$ cat src/sv/poi_pkg.sv
package poi_pkg;

  // Field widths of the words on the ports
  localparam int GainW        = 16;
  localparam int SpeedW       = 16;
  localparam int DtW          = 20;
  localparam int AngW         = 32;
  localparam int ScaledW      = 24;
  localparam int CfgIdxW      = 8;
  localparam int PositionBits = 48;

  // Shared multiplier: signed operands and full product
  localparam int MulW  = 34;
  localparam int ProdW = 2 * MulW;

  // CORDIC datapath and step counter
  localparam int CordW   = 34;
  localparam int StepCntW = 6;

  localparam logic [31:0] CordicK  = 32'd652032874;
  localparam logic [31:0] YawK     = 32'd2935890503;
  localparam logic [31:0] HalfTurn = 32'h8000_0000;
  localparam logic [GainW-1:0] GainReset = 16'd256;

  // Configuration register indexes
  localparam logic [CfgIdxW-1:0] CFG_LINEAR_GAIN  = 8'd0;
  localparam logic [CfgIdxW-1:0] CFG_ANGULAR_GAIN = 8'd1;

  typedef struct packed {
    logic signed [SpeedW-1:0] forward_speed;
    logic signed [SpeedW-1:0] lateral_speed;
    logic signed [SpeedW-1:0] yaw_rate;
    logic        [DtW-1:0]    elapsed_time;
  } in_word_t;

  typedef struct packed {
    logic signed [PositionBits-1:0] position_x;
    logic signed [PositionBits-1:0] position_y;
    logic        [AngW-1:0]         heading_angle;
    logic signed [ScaledW-1:0]      scaled_forward;
    logic signed [ScaledW-1:0]      scaled_lateral;
    logic signed [ScaledW-1:0]      scaled_yaw;
    logic                           moving;
  } out_word_t;

  typedef enum logic [2:0] {
    ST_IDLE,
    ST_CORDIC,
    ST_MUL,
    ST_ACC,
    ST_DONE
  } state_e;

  // Multiply operations, issued in this order
  typedef enum logic [3:0] {
    OP_PX,
    OP_PY,
    OP_PW,
    OP_RX_C,
    OP_RX_S,
    OP_RY_S,
    OP_RY_C,
    OP_DX,
    OP_DY,
    OP_STEP,
    OP_LO,
    OP_HI
  } op_e;

  // Arctangent of 2^-i as a 32-bit binary angle
  function automatic logic [29:0] atan_entry(input logic [4:0] i);
    logic [29:0] r;
    case (i)
      5'd0:    r = 30'h20000000;
      5'd1:    r = 30'h12E4051E;
      5'd2:    r = 30'h09FB385B;
      5'd3:    r = 30'h051111D4;
      5'd4:    r = 30'h028B0D43;
      5'd5:    r = 30'h0145D7E1;
      5'd6:    r = 30'h00A2F61E;
      5'd7:    r = 30'h00517C55;
      5'd8:    r = 30'h0028BE53;
      5'd9:    r = 30'h00145F2F;
      5'd10:   r = 30'h000A2F98;
      5'd11:   r = 30'h000517CC;
      5'd12:   r = 30'h00028BE6;
      5'd13:   r = 30'h000145F3;
      5'd14:   r = 30'h0000A2FA;
      5'd15:   r = 30'h0000517D;
      5'd16:   r = 30'h000028BE;
      5'd17:   r = 30'h0000145F;
      5'd18:   r = 30'h00000A30;
      5'd19:   r = 30'h00000518;
      5'd20:   r = 30'h0000028C;
      5'd21:   r = 30'h00000146;
      5'd22:   r = 30'h000000A3;
      5'd23:   r = 30'h00000051;
      5'd24:   r = 30'h00000029;
      5'd25:   r = 30'h00000014;
      5'd26:   r = 30'h0000000A;
      5'd27:   r = 30'h00000005;
      5'd28:   r = 30'h00000003;
      5'd29:   r = 30'h00000001;
      5'd30:   r = 30'h00000001;
      default: r = 30'h00000000;
    endcase
    return r;
  endfunction

endpackage

$ cat src/sv/poi_mul.sv
module poi_mul import poi_pkg::*; (
  input  logic                   clk_i,
  input  logic signed [MulW-1:0] a_i,
  input  logic signed [MulW-1:0] b_i,
  output logic signed [ProdW-1:0] prod_o
);

  // Register the full signed product
  always_ff @(posedge clk_i) begin
    prod_o <= ProdW'(a_i) * ProdW'(b_i);
  end

endmodule

$ cat config.mk
export PLATFORM = sky130hd
export DESIGN_NAME = poi_mul
export DESIGN_NICKNAME = d
export VERILOG_FILES = /design/src/sv/poi_pkg.sv /design/src/sv/poi_mul.sv
export SDC_FILE = /design/constraint.sdc
export NUM_CORES = 2
export LEC_CHECK = 0
export ABC_AREA = 1
export ABC_CLOCK_PERIOD_IN_PS = 6900
export BUFFER_PORTS_ARGS = -buffer_cell sky130_fd_sc_hd__buf_2
export CORE_MARGIN = 4
export CORE_UTILIZATION = 60
export DETAILED_ROUTE_END_ITERATION = 8
export PLACE_DENSITY = 0.88
export SLEW_MARGIN = 40
export SYNTH_ARGS = -nofsm -noshare
export SYNTH_HDL_FRONTEND = slang
export SYNTH_SLANG_ARGS = --single-unit
$ cat constraint.sdc
create_clock -name clk_i -period 6.9 [get_ports clk_i]
set_clock_uncertainty 0.2 [all_clocks]
set_input_delay 0.345 -clock clk_i [delete_from_list [all_inputs] [get_ports clk_i]]
set_output_delay 0.345 -clock clk_i [all_outputs]
set_load 0.02 [all_outputs]
### Yosys cells after proc, flatten, opt, wreduce, memory -nomap -nowiden

Cells that the tools add are included.

| storage, ports and cells | value |
|---|---|
| output and inout bits | 68 |
| word-level logic and storage cells | 2 |
| bits of input ports | 69 |
| register bits after elaboration | 68 |

| cells by class | value |
|---|---|
| multiply operators | 1 |

Operator list:

| kind | number |
|---|---|
| $mul 34x34->68 | 1 |

### Longest topological paths before layout

| logic depth | value |
|---|---|
| word-level depth | 1 |
| depth in mapped cells | 35 |
| depth with buffers taken out | 33 |

### Least setup slack after synthesis

No wires, ideal clock.

| path | value |
|---|---|
| path kind | input-to-reg |
| from | in a_i[33] |
| to | reg prod_o[66] |
| setup time | 0.112 ns |
| slack | -0.468 ns |
| cell stages on the path | 24 |
| data arrival time | 7.056 ns |
| buffers on the path | 2 |
| data required time | 6.588 ns |
| cells stage by stage | clkbuf_1 -> clkbuf_1 -> nand2_1 -> inv_1 -> fa_1 -> fa_1 -> fa_1 -> fa_1 -> inv_1 -> fa_1 -> fa_1 -> inv_1 -> fa_1 -> fa_1 -> ha_1 -> nand2_1 -> nor2_1 -> inv_1 -> nor2_2 -> nand2_1 -> nor3_1 -> nand2_2 -> nand3_1 -> nand2_1 |

| between the ends | value |
|---|---|
| longest elaborated chain between the ends | 1 |

Ends and longest elaborated chain:

| what | line | RTL |
|---|---|---|
| from (decl) | poi_mul.sv:3 | `input logic signed [MulW-1:0] a_i,` |
| $mul 34x34->68 | poi_mul.sv:10 | `prod_o <= ProdW'(a_i) * ProdW'(b_i);` |
| to (signal assigned) | poi_mul.sv:10 |  |
| to (decl) | poi_mul.sv:5 | `output logic signed [ProdW-1:0] prod_o` |

No other way between the ends.

### Final worst setup path

| path | value |
|---|---|
| from | in b_i[2] |
| to | reg prod_o[28] |

| between the ends | value |
|---|---|
| longest elaborated chain between the ends | 1 |

Ends and longest elaborated chain:

| what | line | RTL |
|---|---|---|
| from (decl) | poi_mul.sv:4 | `input logic signed [MulW-1:0] b_i,` |
| $mul 34x34->68 | poi_mul.sv:10 |  |

No other way between the ends.

==> summary.md <==
| Metric | Value |
|---|---|
| Biggest regs | prod_o: 68 flops |
| Most common cell in the synthesized netlist | inv_1 |
| Max incr delay on CP | 0.59 ns |
| Area leader, netlist | fa_1 |
| Overflow after GRT | 0 |
| Synth Flop Type | dfxtp_1 |
| YS warnings | 0 |
| Uppermost layer routed | met5 |
| Startpoint Class | input port |
| Worst setup path startpoint | b_i[2] |
| Crit-path max FO | 10 |
| Layout cells sized above 1 | 0.142 |
| CP dominant cell by count | inv_2 |
| Final setup vio count | 0 |
| Reg with most FFs | prod_o |
| Wirelength per Cell | 19.7 microns |
| Failing checks | DRC |
| Slew headroom | 0.581 |
| Met3 routed WL | 13,700 microns |
| First-pass GRT wire length | 229,000 microns |
| Worst Hold Depth | 4 |
| Outcome | finished, violations left |
| CTS Hold Buffers Added | 0 |
| Setup CP Type | input port to flop |
| Clk sink count | 68 |
| Final Cycle Share | 0.997 |
| Wl on met1 | 44,700 microns |
| Peak Freq | 0.145 GHz |
| Number of flops mapped to enable cells by yosys | 0 |
| Reg clk slew, reported paths | 0.06 ns |
| Worst hold path startpoint | b_i[0] |
| Critical Path AT | 6.96 ns |
| CTS max path bufs | 2 |
| Register area share after synthesis | 0.0295 |
| Critical-path top delay cell | fa_2 |
| Root Buffer | clkbuf_16 |
| RSZ-0062 raised after global routing | true |
| Routed wl met2 | 71,900 microns |
| Worst-margin pin slew | 0.628 ns |
| Initial core utilization | 0.607 |
| Core footprint | 0.0762 sq mm |
| Detailed-route via count | 39,962 |
| Top cells by count, synth | inv_1 (2,116), nand2_1 (1,661), fa_1 (1,241) |
| Rows | 101 |
| Total Routing Usage GR | 0.357 |
| ANT nets after route | 0 |
| Placed instance area | 0.0513 sq mm |
| Remaining DRCs | 1 |
| Nets@finish | 7,839 |
| Area of the multi-input gates | 0.0368 sq mm |
| Iteration-0 DRC Markers | 3,561 |
| CTS Buf Count | 9 |
| Pin count of the biggest net entering global routing | 27 |
| Drt pass-1 iters | 8 |
| Count of cell types in the netlist | 32 |
| Syn avg cell area | 7.74 sq um |
| Via density | 5.43 |
| DPL Wire Length | 122,000 microns |
| Design Area, Final | 0.0531 sq mm |
| Post-Syn Area | 0.0462 sq mm |
| Die area | 0.0815 sq mm |
| WL final | 145,000 microns |
| Number of global-route vias before repair | 45,548 |
| Syn Nets | 7,486 |
| CTS tree | built |
| Chip Height | 286 microns |
| Routability cong. | 1.01 |
| Mapped Cells | 5,972 |
| Fin. Hold Viols | 0 |
| Max-cap violations | 0 |
| Initial antenna violation count | 3 |
| Leading post-synthesis cells by cell area | fa_1 (54%), inv_1 (17%), nand2_1 (13%), ha_1 (5.5%), dfxtp_1 (2.9%) |
| # IOs | 137 |
| Core Util, Final | 0.696 |
| Syn-to-layout area delta | 14.8% |
| Post-synth top area share | 0.537 |
| Largest register FFs | 68 |
| # fillers | 5,151 |
| Worst path required time | 6.98 ns |
| Post-synthesis async set-or-reset flop share | 0 |
| Hold EP | prod_o[0]$_DFF_P_ |
| Slew Limit Fails | 0 |
| PortBufs | 136 |
| Crit. End Element | flop |
| Minimum clock period | 6.88 ns |
| FF/Latch Area | 0.00136 sq mm |
| H-Tree Level Count | 3 |
| #FFs+latches synth | 68 |
| Die W | 286 microns |
| Worst min path class | input port to flop |
## per-layer routing
metal,GRT usage,vias up
met4,0.277,2
met2,0.621,2724
met3,0.0640,1193
met1,0.387,19308
met5,0,-
li1,-,16735
## stage by stage
step	hold WS [ns]	setup TNS, ns	std cells	worst slack, ns
5_1_grt	0.546	-2.00	7362	-0.109
2_1_floorplan	0.424	0	5972	0.00640
6_report	0.546	0	7362	0.0179
4_1_cts	0.501	0	7335	0.00297
3_5_place_dp	0.561	-14.73	7317	-0.526
3_3_place_gp	0.562	-10.23	7317	-0.396
## what timing repair did
| item | 4_1_cts | 5_1_grt |
|---|---|---|
| gates cloned | 0 | 2 |
| gates resized for setup | 14 | 345 |
| pin swaps | 2 | 94 |
| endpoints found under the setup margin | 27 | 47 |
| buffers inserted | 2 | 24 |
## kinds of logic (layout without fill, tap and decap cells)
kind of cell / after synthesis / after routing / synth area share
flip-flops: 68 / 68 / 0.0295
buffers and inverters: 2390 / 2748 / 0.194
XOR/XNOR: 35 / 35 / 0.00663
other: 0 / 2 / 0
adder cells (fa/ha/maj): 1445 / 1445 / 0.593
AO/OA/AOI/OAI: 95 / 95 / 0.0113
AND/OR/NAND/NOR: 1939 / 1939 / 0.166
## final cells by class
cell class	count	share of cell area
antenna	2	0.0000943
clock buffer	12	0.00483
clock inverter	4	0.000896
inverter	2119	0.150
multi-input combinational	3514	0.695
sequential	68	0.0257
tap	1030	0.0243
timing repair buffer	613	0.0998
## critical path, delay by kind of cell
kind | cells | cell delay [ns]
adders and majority gates | 9 | 4.56
and+or+nand+nor | 7 | 0.79
xor gates and xnor gates | 1 | 0.17
buffers and inverters | 12 | 1.06
## worst max-delay path by stage
stage / endpoint / slack (ns) / depth (start not counted)
finish: prod_o[28]$_DFF_P_ / 0.02 / 29
global route: prod_o[28]$_DFF_P_ / -0.11 / 29
CTS: prod_o[28]$_DFF_P_ / 0.003 / 28
detailed placement: prod_o[62]$_DFF_P_ / -0.53 / 26
global placement: prod_o[62]$_DFF_P_ / -0.40 / 25
floorplan: prod_o[62]$_DFF_P_ / 0.006 / 26
## layout by cell type (no fill, tap or decap), types with 33 or more instances in the layout
cell / Yosys / routed
buf_12: 0 / 59
buf_2: 0 / 99
fa_2: 0 / 37
dfxtp_1: 68 / 68
buf_6: 0 / 34
fa_1: 1241 / 1204
nor2_1: 115 / 78
ha_1: 204 / 169
buf_4: 0 / 406
nand3_1: 70 / 66
nand2_1: 1661 / 1615
nor2_2: 9 / 34
xor2_1: 33 / 33
a21oi_1: 59 / 44
inv_1: 2116 / 2091
nand2_2: 20 / 57
Power is left out: the tool's default activity adds up to more than one toggle a clock period on the data nets, which glitch-free logic cannot reach.
